### src/design/dis_pkg.sv
// Package: shared types, constants and opcodes for the disjoint interval set.
package dis_pkg;

  localparam int MaxRanges = 16;
  localparam int ValueBits = 32;
  localparam int IdxBits = (MaxRanges > 1) ? $clog2(MaxRanges) : 1;
  localparam int CntBits = $clog2(MaxRanges + 1);

  localparam logic [2:0] OP_INSERT = 3'd0;
  localparam logic [2:0] OP_CLEAR = 3'd1;
  localparam logic [2:0] OP_MEMBER = 3'd2;
  localparam logic [2:0] OP_NEXT = 3'd3;
  localparam logic [2:0] OP_PREV = 3'd4;
  localparam logic [2:0] OP_PREVMISS = 3'd5;
  localparam logic [2:0] OP_FIRST = 3'd6;
  localparam logic [2:0] OP_LAST = 3'd7;

  typedef logic [ValueBits-1:0] val_t;
  typedef logic [IdxBits-1:0] idx_t;
  typedef logic [CntBits-1:0] cnt_t;

  typedef struct packed {
    logic [2:0] op;
    logic [31:0] value;
    logic [31:0] range_end;
  } in_req_t;

  typedef struct packed {
    logic [31:0] result_value;
    logic found;
    logic table_full;
  } out_req_t;

  // controller to datapath
  typedef struct packed {
    logic load;      // capture request, reset scan
    logic scan;      // evaluate entry at scan index, advance
    logic decide;    // finalize scan results, plan edit
    logic edit;      // do one shift step or the planned writes
    logic finish;    // form result
  } dp_cmd_t;

  // datapath to controller
  typedef struct packed {
    logic scan_done;
    logic edit_done;
  } dp_sts_t;

endpackage

### src/design/dis_ctrl.sv
// Controller: sequences load, scan, decide, edit and result phases.
module dis_ctrl
  import dis_pkg::*;
(
  input  logic    clk,
  input  logic    rst_n,
  input  logic    in_valid,
  output logic    in_stall,
  output logic    out_valid,
  input  logic    out_stall,
  input  dp_sts_t sts,
  output dp_cmd_t cmd
);

  localparam logic [2:0] S_IDLE = 3'd0;
  localparam logic [2:0] S_SCAN = 3'd1;
  localparam logic [2:0] S_DEC = 3'd2;
  localparam logic [2:0] S_EDIT = 3'd3;
  localparam logic [2:0] S_FIN = 3'd4;

  logic [2:0] state_r, state_nxt;
  logic out_valid_r, out_valid_nxt;

  // accept a new request only when idle and the result slot is free
  assign in_stall = (state_r != S_IDLE) || (out_valid_r && out_stall);
  assign out_valid = out_valid_r;

  always_comb begin
    state_nxt = state_r;
    out_valid_nxt = out_valid_r && out_stall;
    cmd = '0;
    unique case (state_r)
      S_IDLE: begin
        if (in_valid && !in_stall) begin
          cmd.load = 1'b1;
          state_nxt = S_SCAN;
        end
      end
      S_SCAN: begin
        cmd.scan = 1'b1;
        if (sts.scan_done) state_nxt = S_DEC;
      end
      S_DEC: begin
        cmd.decide = 1'b1;
        state_nxt = S_EDIT;
      end
      S_EDIT: begin
        cmd.edit = 1'b1;
        if (sts.edit_done) state_nxt = S_FIN;
      end
      S_FIN: begin
        if (!(out_valid_r && out_stall)) begin
          cmd.finish = 1'b1;
          out_valid_nxt = 1'b1;
          state_nxt = S_IDLE;
        end
      end
      default: state_nxt = S_IDLE;
    endcase
  end

  always_ff @(posedge clk) begin
    if (!rst_n) begin
      state_r <= S_IDLE;
      out_valid_r <= 1'b0;
    end else begin
      state_r <= state_nxt;
      out_valid_r <= out_valid_nxt;
    end
  end

endmodule

### config.mk
export PLATFORM = sky130hd
export DESIGN_NAME = dis_ctrl
export DESIGN_NICKNAME = d
export VERILOG_FILES = /design/src/design/dis_pkg.sv /design/src/design/dis_ctrl.sv
export SDC_FILE = /design/constraint.sdc
export NUM_CORES = 1
export LEC_CHECK = 0
export ABC_AREA = 1
export BUFFER_PORTS_ARGS = -buffer_cell sky130_fd_sc_hd__buf_2
export CAP_MARGIN = 20
export CELL_PAD_IN_SITES_DETAIL_PLACEMENT = 1
export CELL_PAD_IN_SITES_GLOBAL_PLACEMENT = 2
export CORE_MARGIN = 2
export CORE_UTILIZATION = 19
export CTS_CLUSTER_SIZE = 14
export DETAILED_ROUTE_END_ITERATION = 7
export PLACE_DENSITY = 0.73
export SLEW_MARGIN = 25
export SYNTH_ARGS = -nofsm -noshare
export SYNTH_HDL_FRONTEND = slang
export SYNTH_SLANG_ARGS = --single-unit
### constraint.sdc
create_clock -name clk -period 1.3 [get_ports clk]
set_input_delay 0.13 -clock clk [delete_from_list [all_inputs] [get_ports clk]]
set_output_delay 0.13 -clock clk [all_outputs]
set_load 0.05 [all_outputs]
### Yosys cells after proc, flatten, opt, wreduce, memory -nomap -nowiden

Index checks and enable logic that the tools add are counted.
Widths: inputs -> output; s select.

* output and inout bits: 7
* bits in registers: 4
* word-level logic and storage cells: 30

* reductions and logical operators: 7
* equal/unequal tests: 8
* multiplexer cells: 13

Operators with widths (count)
* $pmux 3 s5: 1
* $mux 3: 4
* $mux 1: 8
* $ne 2x2->1 const B: 4
* $eq 3x2->1 const B: 2
* $reduce_and 4->1: 1
* $eq 3x1->1 const B: 1
* $eq 3x3->1 const B: 1
* $logic_not 3->1: 1
* $reduce_bool 3->1: 1
* $logic_and 1x1->1: 2
* $logic_not 1->1: 1
* $logic_or 1x1->1: 1

### Longest topological paths before layout

Gate-level depths: netlist of run 1.

* word-level depth: 6
* gate-level depth with buffers: 7
* depth with buffers taken out: 7

### Least setup slack after synthesis of run 1

OpenSTA, ideal clock, no wires.

* path type: flip-flop to output port
* from: register out_valid_r (netlist: out_valid)
* to: output port cmd[4] (netlist name)
* required time: 1.170 ns
* path slack: -0.809 ns
* cell stages (with the launch flop): 4
* arrival: 1.979 ns
* buffers on the path: 0
* path through: dfxtp_1 nand2_1 nand3_1 nor2_1

RTL lines
* start, declared: RTL line dis_ctrl.sv:22 `logic out_valid_r, out_valid_nxt;`
* start signal, assigned: RTL line dis_ctrl.sv:68 `out_valid_r <= out_valid_nxt;`
* end, declared: RTL line dis_ctrl.sv:12 `output dp_cmd_t cmd`

==> results.cfg, run 1 <==
[floorplanning]
initial_core_util_pct = 20.4
core_mm2 = 0.00132
die_w_um = 41.6
rows = 13
die_area_mm2 = 0.00173
io_pins = 13
die_h_um = 41.6

[sta]
min_period_ps = 1260
fmax_mhz = 796
period_share_pct = 96.6
worst_pin_slew_ps = 251
rsz0062_at_grt = yes
fin_ws_ps = 44.0
finalSetupViolations = 0
skew_ps = 2.27
slew_violations = 0
max_slew_margin_pct = 83.4
hold_viol = 0

[setup_path]
max_stage_delay_ps = 320
crit_fanout = 3
worst_path_max_delay_cell = dfxtp_1
crit_arrival_ps = 1130
rr_worst_depth = 6
critPathKind = flop to primary output
critPathLaunchType = flop
required_ps = 1170
endpoint_kind = primary output
crit_top_cell = nor2_2
crit_chain = nor2_2 > nand2_2 > nor2_2 > buf_4

[clock_tree]
cts_setup_buffers = 0
numCtsBuffers = 3
tritoncts = done
clk_latency_ps = 230
cts_sinks = 4
root_buffer = clkbuf_4
clk_path_buf_depth = 2
clkTransAtPathRegs_ps = 30
cts.htree.levels = 1

[power_and_ir_drop]
pwr-share-clk_pct = 30.0
p_sw_uw = 192
internal-power_uw = 297
swShare_pct = 39.3
p_leak_uw = 0.000209
pwr_density_cell_mw_per_mm2 = 1210
seq_power_share_pct = 28.7
comb_power_share_pct = 41.3
ir_worst_vdd_mv = 0.394

[synthesis]
yosysSeqAreaShare_pct = 29.8
syn_avg_cell_area_um2 = 6.56
synth_flop_cell = dfxtp_1
synth-async-reset-ratio_pct = 0
yosysMostFrequentCell = inv_1
yosys.area.top_type_share_pct = 29.8
synth_commonest_cells = inv_1, nand3_1, dfxtp_1, nor2_1, nor2_2
syn_nets = 47
yosys-top-cells-area = dfxtp_1, nand3_1, inv_1, nor2_2, nor2_4
synth_warnings = 0
synth-seq-cells = 4
synth_edf_count = 0
synthDistinctLibCells = 14
syn_area_um2 = 269
netlist_instances = 41
yosysTopAreaCell = dfxtp_1

[cells_and_area]
area_delta_synth_final_pct = 50.7
final_cells = 70
finalNetCount = 63
num_antenna_cells = 0
drive_gt1_share_pct = 52.7
fin_util_pct = 30.8

[routing]
drtIter0Drc = 3
avgRoutedWirePerCell_um = 7.96
drt_wl_total_um = 557
met1_length_um = 248
routed_via_density = 4.04
top_layer = met3
via_count = 283
dr.pass1.iters = 2
route.met2.wl_um = 284
drc = 0
ant_nets = 0
met3_wirelength_um = 24

[global_routing]
grt_pass1_wl_um = 1030
overflow = 0
grt.total_usage_pct = 7.54
first_global_vias = 282
grt_max_degree = 6
antenna_found_initial = 0

[flow_run]
drv_cap = 0

[worst_hold_path]
hold_class = primary input to flop
min_path_cells = 3

[placement]
place_congestion = 0.709
place_ws_ps = 214
placed_cells = 67
port_buffers = 12
hpwl_um = 496

[outcome]
outcome = finished, final reports clean
critical path: cells and delay by family, from the launching register on:
family	cells	cell delay (ps)
buf+inv	1	190
simple gates	3	390
flops	1	320
through the flow:
| stage | total power [µW] | cell area, µm² | TNS, ps | hold slack, ps |
|---|---|---|---|---|
| 4_1_cts | 494 | 394 | 0 | 122 |
| 5_1_grt | 525 | 405 | -41.2 | 138 |
| 3_3_place_gp | 337 | 367 | 0 | 363 |
| 2_1_floorplan | 298 | 295 | 0 | 256 |
| 3_5_place_dp | 336 | 367 | 0 | 361 |
| 6_report | 489 | 405 | 0 | 126 |
kinds of logic after synthesis:
group | share of synthesized area (%)
and+or+nand+nor | 41.4
buffers and inverters | 18.1
AOI/OAI and AO/OA | 10.7
DFF | 29.8
path summary, 6_finish.rpt:
kind | endpoint | slack (ps) | from
min | state_r[0]$_SDFFE_PN0P_ | 130 | rst_n
min reg2reg | out_valid$_SDFF_PN0_ | 550 | state_r[2]$_SDFFE_PN0P_
max | cmd[0] | 40 | state_r[1]$_SDFFE_PN0P_
max reg2reg | state_r[1]$_SDFFE_PN0P_ | 220 | state_r[1]$_SDFFE_PN0P_
routing by layer:
metal / global-route usage (%) / vias to the layer above
met4: 5.81 / 0
met2: 11.3 / 5
met3: 1.30 / 0
li1: - / 154
met1: 9.50 / 124
met5: 0 / -
layout make-up:
| type | count | area, µm² |
|---|---|---|
| Fill cell | 166 | 912 |
| Inverter | 11 | 41.3 |
| Multi-Input combinational cell | 25 | 165 |
| Sequential cell | 4 | 81.3 |
| Clock buffer | 3 | 22.5 |
| Tap cell | 15 | 18.8 |
| Timing Repair Buffer | 12 | 76.3 |
flip-flops by register name, summed over array words and instances, names as in the netlist:
register,count
out_valid,1
state_r,3
repair_timing:
action / in CTS / in global routing
hold buffers: 0 / 0
resized for setup: 2 / 5
setup endpoints to repair: 2 / 5
hold endpoints to repair: 0 / 0
cloned: 0 / 0
power groups by stage:
| stage | Clock, µW | Sequential [µW] | Combinational, µW |
|---|---|---|---|
| 6_report | 147 | 141 | 202 |
| 3_3_place_gp | 0 | 143 | 194 |
| 3_5_place_dp | 0 | 142 | 194 |
| 2_1_floorplan | 0 | 142 | 157 |
| 4_1_cts | 156 | 140 | 198 |
| 5_1_grt | 163 | 141 | 221 |
cell usage in the layout (no fill, tap or decap):
cell,netlist,routed
nand2_1,2,1
nor2_4,2,3
nand2_2,1,2
nor2_1,4,2
inv_1,9,9
clkinv_1,1,1
nand3_1,7,6
dfxtp_1,4,3
dfxtp_2,0,1
nand3_4,0,1
buf_6,0,1
a21oi_1,3,3
buf_2,0,7
a21oi_2,1,1
buf_4,1,2
o21ai_0,1,1
inv_2,1,1
clkbuf_4,0,5
nor2_2,4,5
(Power assumes the default switching activity.)
==> inputs of run 2 (changes only) <==
--- a/config.mk
+++ b/config.mk
@@ -14,7 +14,9 @@
 export CORE_UTILIZATION = 19
 export CTS_CLUSTER_SIZE = 14
 export DETAILED_ROUTE_END_ITERATION = 7
+export GPL_TIMING_DRIVEN = 0
 export PLACE_DENSITY = 0.73
+export RECOVER_POWER = 25
 export SLEW_MARGIN = 25
 export SYNTH_ARGS = -nofsm -noshare
 export SYNTH_HDL_FRONTEND = slang
==> results.cfg, run 2 (synthesized netlist as in run 1, its figures left out) <==
[sta]
hold_viol = 0
min_period_ps = 1260
fmax_mhz = 792
slew_violations = 0
worst_pin_slew_ps = 251
max_slew_margin_pct = 83.4
period_share_pct = 97.1
fin_ws_ps = 37.8
tns_ps = 0
finalSetupViolations = 0
skew_ps = 2.63
rsz0062_at_grt = yes
holdWs_ps = 130

[floorplanning]
io_pins = 13
die_area_mm2 = 0.00173
die_h_um = 41.6
core_mm2 = 0.00132
rows = 13
initial_core_util_pct = 20.4
die_w_um = 41.6

[setup_path]
cp.depth = 4
crit_fanout = 3
rr_worst_depth = 6
worst_path_max_delay_cell = dfxtp_1
critPathLaunchType = flop
crit_chain = nor2_2 > nand2_2 > nor2_2 > buf_4
required_ps = 1170
critPathBufInv = 1
endpoint_kind = primary output
crit_family = simple AND/OR/NAND/NOR gates
max_stage_delay_ps = 320
crit_top_cell = nor2_2
crit_arrival_ps = 1130
critPathKind = flop to primary output

[routing]
dr.pass1.iters = 2
via_count = 289
drtIter0Drc = 2
drc = 0
routed_via_density = 4.07
avgRoutedWirePerCell_um = 8.56
ant_nets = 0
drt_wl_total_um = 608

[clock_tree]
numCtsBuffers = 3
tritoncts = done
clk_latency_ps = 230
cts_sinks = 4
root_buffer = clkbuf_4
cts.htree.levels = 1
clkTransAtPathRegs_ps = 40
clk_path_buf_depth = 2

[global_routing]
grt_max_degree = 6
overflow = 0
grt.total_usage_pct = 7.36
grt_pass1_wl_um = 993
antenna_found_initial = 0
first_global_vias = 282

[power_and_ir_drop]
p_sw_uw = 198
seq_power_share_pct = 28.3
pwr_density_cell_mw_per_mm2 = 1200
comb_power_share_pct = 41.1
swShare_pct = 39.9
p_leak_uw = 0.000216
pwr-share-clk_pct = 30.6
internal-power_uw = 298
ir_worst_vdd_mv = 0.356

[cells_and_area]
final_common_cell = inv_1
finalNetCount = 64
fillers = 165
area_delta_synth_final_pct = 54.0
top_register = state_r
num_antenna_cells = 0
drive_gt1_share_pct = 55.4
layout_common_cells = inv_1, buf_2, nand3_1, nor2_2
largest_reg_flops = 3

[placement]
place_congestion = 0.685
hpwl_um = 518
port_buffers = 12
place_ws_ps = 200

[flow_run]
drv_cap = 0

[worst_hold_path]
min_path_cells = 3
hold_class = primary input to flop

[outcome]
outcome = finished, final reports clean
## run 2: cell count changes in the layout (fill, tap and decap cells not counted)
cell      change
buf_4         +2
dfxtp_2       +1
clkbuf_4      -1
dfxtp_1       -1
## run 2: worst reg2reg max path, delay by kind of cell (launching register included)
family          cells  cell delay [ps]
simple gates        5              600
flops               1              320
compound gates      1               60
## run 2: final cells by class
class / instances / area, µm² / share of cell area, %
plain buffers: 1 / 7.51 / 1.81
clock buffers: 3 / 22.5 / 5.44
inverters: 11 / 41.3 / 9.97
multi-input cells: 25 / 165 / 39.9
flip-flops and latches: 4 / 82.6 / 19.9
well taps: 15 / 18.8 / 4.53
repair buffers: 12 / 76.3 / 18.4
## run 2: final timing paths
check	from	end	slack, ps
worst max-delay path	state_r[1]$_SDFFE_PN0P_	cmd[0]	40
worst min-delay path	rst_n	state_r[0]$_SDFFE_PN0P_	130
worst max register to register	state_r[1]$_SDFFE_PN0P_	state_r[2]$_SDFFE_PN0P_	210
worst min register to register	state_r[2]$_SDFFE_PN0P_	out_valid$_SDFF_PN0_	530
## run 2: through the flow
stage	area (µm²)	power [µW]	util [%]	cells
floorplan	295	298	-	41
finish	414	496	31.4	71
detailed placement	374	339	28.4	68
global placement	374	339	28.4	68
global route	414	521	31.4	71
CTS	405	499	30.8	71
## run 2: what timing repair did
item                       in CTS  in global routing
gates resized for setup         4                  4
hold buffers                    0                  0
setup endpoints to repair       3                  5
buffers inserted                0                  0
## run 2: layer usage
metal / up-vias / global-route usage, % / wire length [µm]
met3: 0 / 1.30 / 18
met1: 129 / 7.65 / 282
met4: 0 / 5.81 / 0
li1: 155 / - / -
met5: - / 0 / 0
met2: 5 / 12.8 / 307
## run 2: power groups by stage
stage | clock [µW] | combinational (µW) | sequential [µW]
floorplan | 0 | 157 | 142
global placement | 0 | 196 | 143
detailed placement | 0 | 196 | 142
CTS | 158 | 201 | 141
global route | 161 | 219 | 142
finish | 152 | 204 | 141
==> inputs of run 3 (changes only) <==
--- a/config.mk
+++ b/config.mk
@@ -15,7 +15,7 @@
 export CTS_CLUSTER_SIZE = 14
 export DETAILED_ROUTE_END_ITERATION = 7
 export GPL_TIMING_DRIVEN = 0
-export PLACE_DENSITY = 0.73
+export PLACE_DENSITY = 0.65
 export RECOVER_POWER = 25
 export SLEW_MARGIN = 25
 export SYNTH_ARGS = -nofsm -noshare
==> results.cfg, run 3 (synthesized netlist as in run 1, its figures left out) <==
[global_routing]
use_met3_pct = 4.35
grt_max_degree = 6
met1_usage_pct = 7.11
grt_pass1_wl_um = 1060
grtUsageMet2_pct = 14.7
grt.total_usage_pct = 8.34
overflow = 0
top_usage_layer = met2
antenna_found_initial = 0
first_global_vias = 288

[clock_tree]
clk_path_buf_depth = 2
cts_resized = 4
clk_latency_ps = 230
root_buffer = clkbuf_4
clkTransAtPathRegs_ps = 40
cts.htree.levels = 1
cts_setup_buffers = 0
tritoncts = done
cts_sinks = 4
numCtsBuffers = 3
cts_hold_buffers = 0

[routing]
ant_nets = 0
via_count = 296
drc = 0
dr.pass1.iters = 2
drtIter0Drc = 1
avgRoutedWirePerCell_um = 9.03
routed_via_density = 4.17
drt_wl_total_um = 641

[sta]
holdWs_ps = 136
skew_ps = 2.68
slew_violations = 0
period_share_pct = 93.9
max_slew_margin_pct = 60.6
hold_viol = 0
min_period_ps = 1220
fmax_mhz = 819
tns_ps = 0
rsz0062_at_grt = no
finalSetupViolations = 0
worst_pin_slew_ps = 594
fin_ws_ps = 78.8

[power_and_ir_drop]
ir_worst_vdd_mv = 0.392
internal-power_uw = 304
comb_power_share_pct = 41.7
swShare_pct = 39.9
p_sw_uw = 202
seq_power_share_pct = 28.6
pwr_density_cell_mw_per_mm2 = 1190
p_leak_uw = 0.000214
pwr-share-clk_pct = 29.8

[floorplanning]
die_h_um = 41.6
core_mm2 = 0.00132
die_w_um = 41.6
rows = 13
io_pins = 13
initial_core_util_pct = 20.4
die_area_mm2 = 0.00173

[setup_path]
crit_arrival_ps = 1090
rr_worst_depth = 7
endpoint_kind = primary output
required_ps = 1170
critPathKind = flop to primary output
critPathLaunchType = flop
crit_fanout = 3

[placement]
hpwl_um = 538
port_buffers = 12
place_congestion = 0.684
place_ws_ps = 202

[cells_and_area]
finalNetCount = 64
fillers = 171
top_register = state_r
largest_reg_flops = 3
drive_gt1_share_pct = 57.1
layout_common_cells = inv_1, nand3_1, buf_2, nor2_2
num_antenna_cells = 0
area_delta_synth_final_pct = 58.1
final_common_cell = inv_1

[worst_hold_path]
min_path_cells = 3
hold_class = primary input to flop

[outcome]
outcome = finished, final reports clean

[flow_run]
drv_cap = 0
[run 3: layer usage]
metal | vias up | share of wire (%) | routed length, µm
li1 | 154 | - | -
met1 | 139 | 38 | 245
met2 | 3 | 59 | 376
met3 | 0 | 3.1 | 20
met4 | 0 | 0 | 0
met5 | - | 0 | 0
[run 3: worst paths after layout]
kind / slack [ps] / end / from
max reg2reg: 230 / state_r[0]$_SDFFE_PN0P_ / state_r[1]$_SDFFE_PN0P_
min: 140 / state_r[0]$_SDFFE_PN0P_ / rst_n
max: 80 / cmd[4] / state_r[1]$_SDFFE_PN0P_
min reg2reg: 550 / out_valid$_SDFF_PN0_ / state_r[2]$_SDFFE_PN0P_
[run 3: power by group through the flow]
stage               Combinational (µW)  Sequential [µW]  Clock (µW)
floorplan                          157              142           0
global placement                   197              143           0
detailed placement                 197              143           0
CTS                                201              141         163
global route                       228              146         166
finish                             211              145         151
[run 3: layout make-up]
| cell class | instances | area (µm²) | share of cell area [%] |
|---|---|---|---|
| repair buffers | 12 | 78.8 | 18.5 |
| clock buffers | 3 | 22.5 | 5.29 |
| plain buffers | 1 | 7.51 | 1.76 |
| well taps | 15 | 18.8 | 4.41 |
| inverters | 11 | 41.3 | 9.71 |
| multi-input cells | 25 | 173 | 40.6 |
| flip-flops and latches | 4 | 83.8 | 19.7 |
[run 3: per-stage QoR]
step	power, µW	util, %	std cells	cell area, µm²
6_report	506	32.3	71	425
5_1_grt	540	32.3	71	425
4_1_cts	505	30.8	71	405
3_5_place_dp	340	28.4	68	374
3_3_place_gp	340	28.4	68	374
2_1_floorplan	298	-	41	295
[run 3: critical path: stages, from the launching register on]
cell and delay [ps]:
dfxtp_1 330, nor2_4 150, nand3_4 90, nor2_4 100
buf_4 190
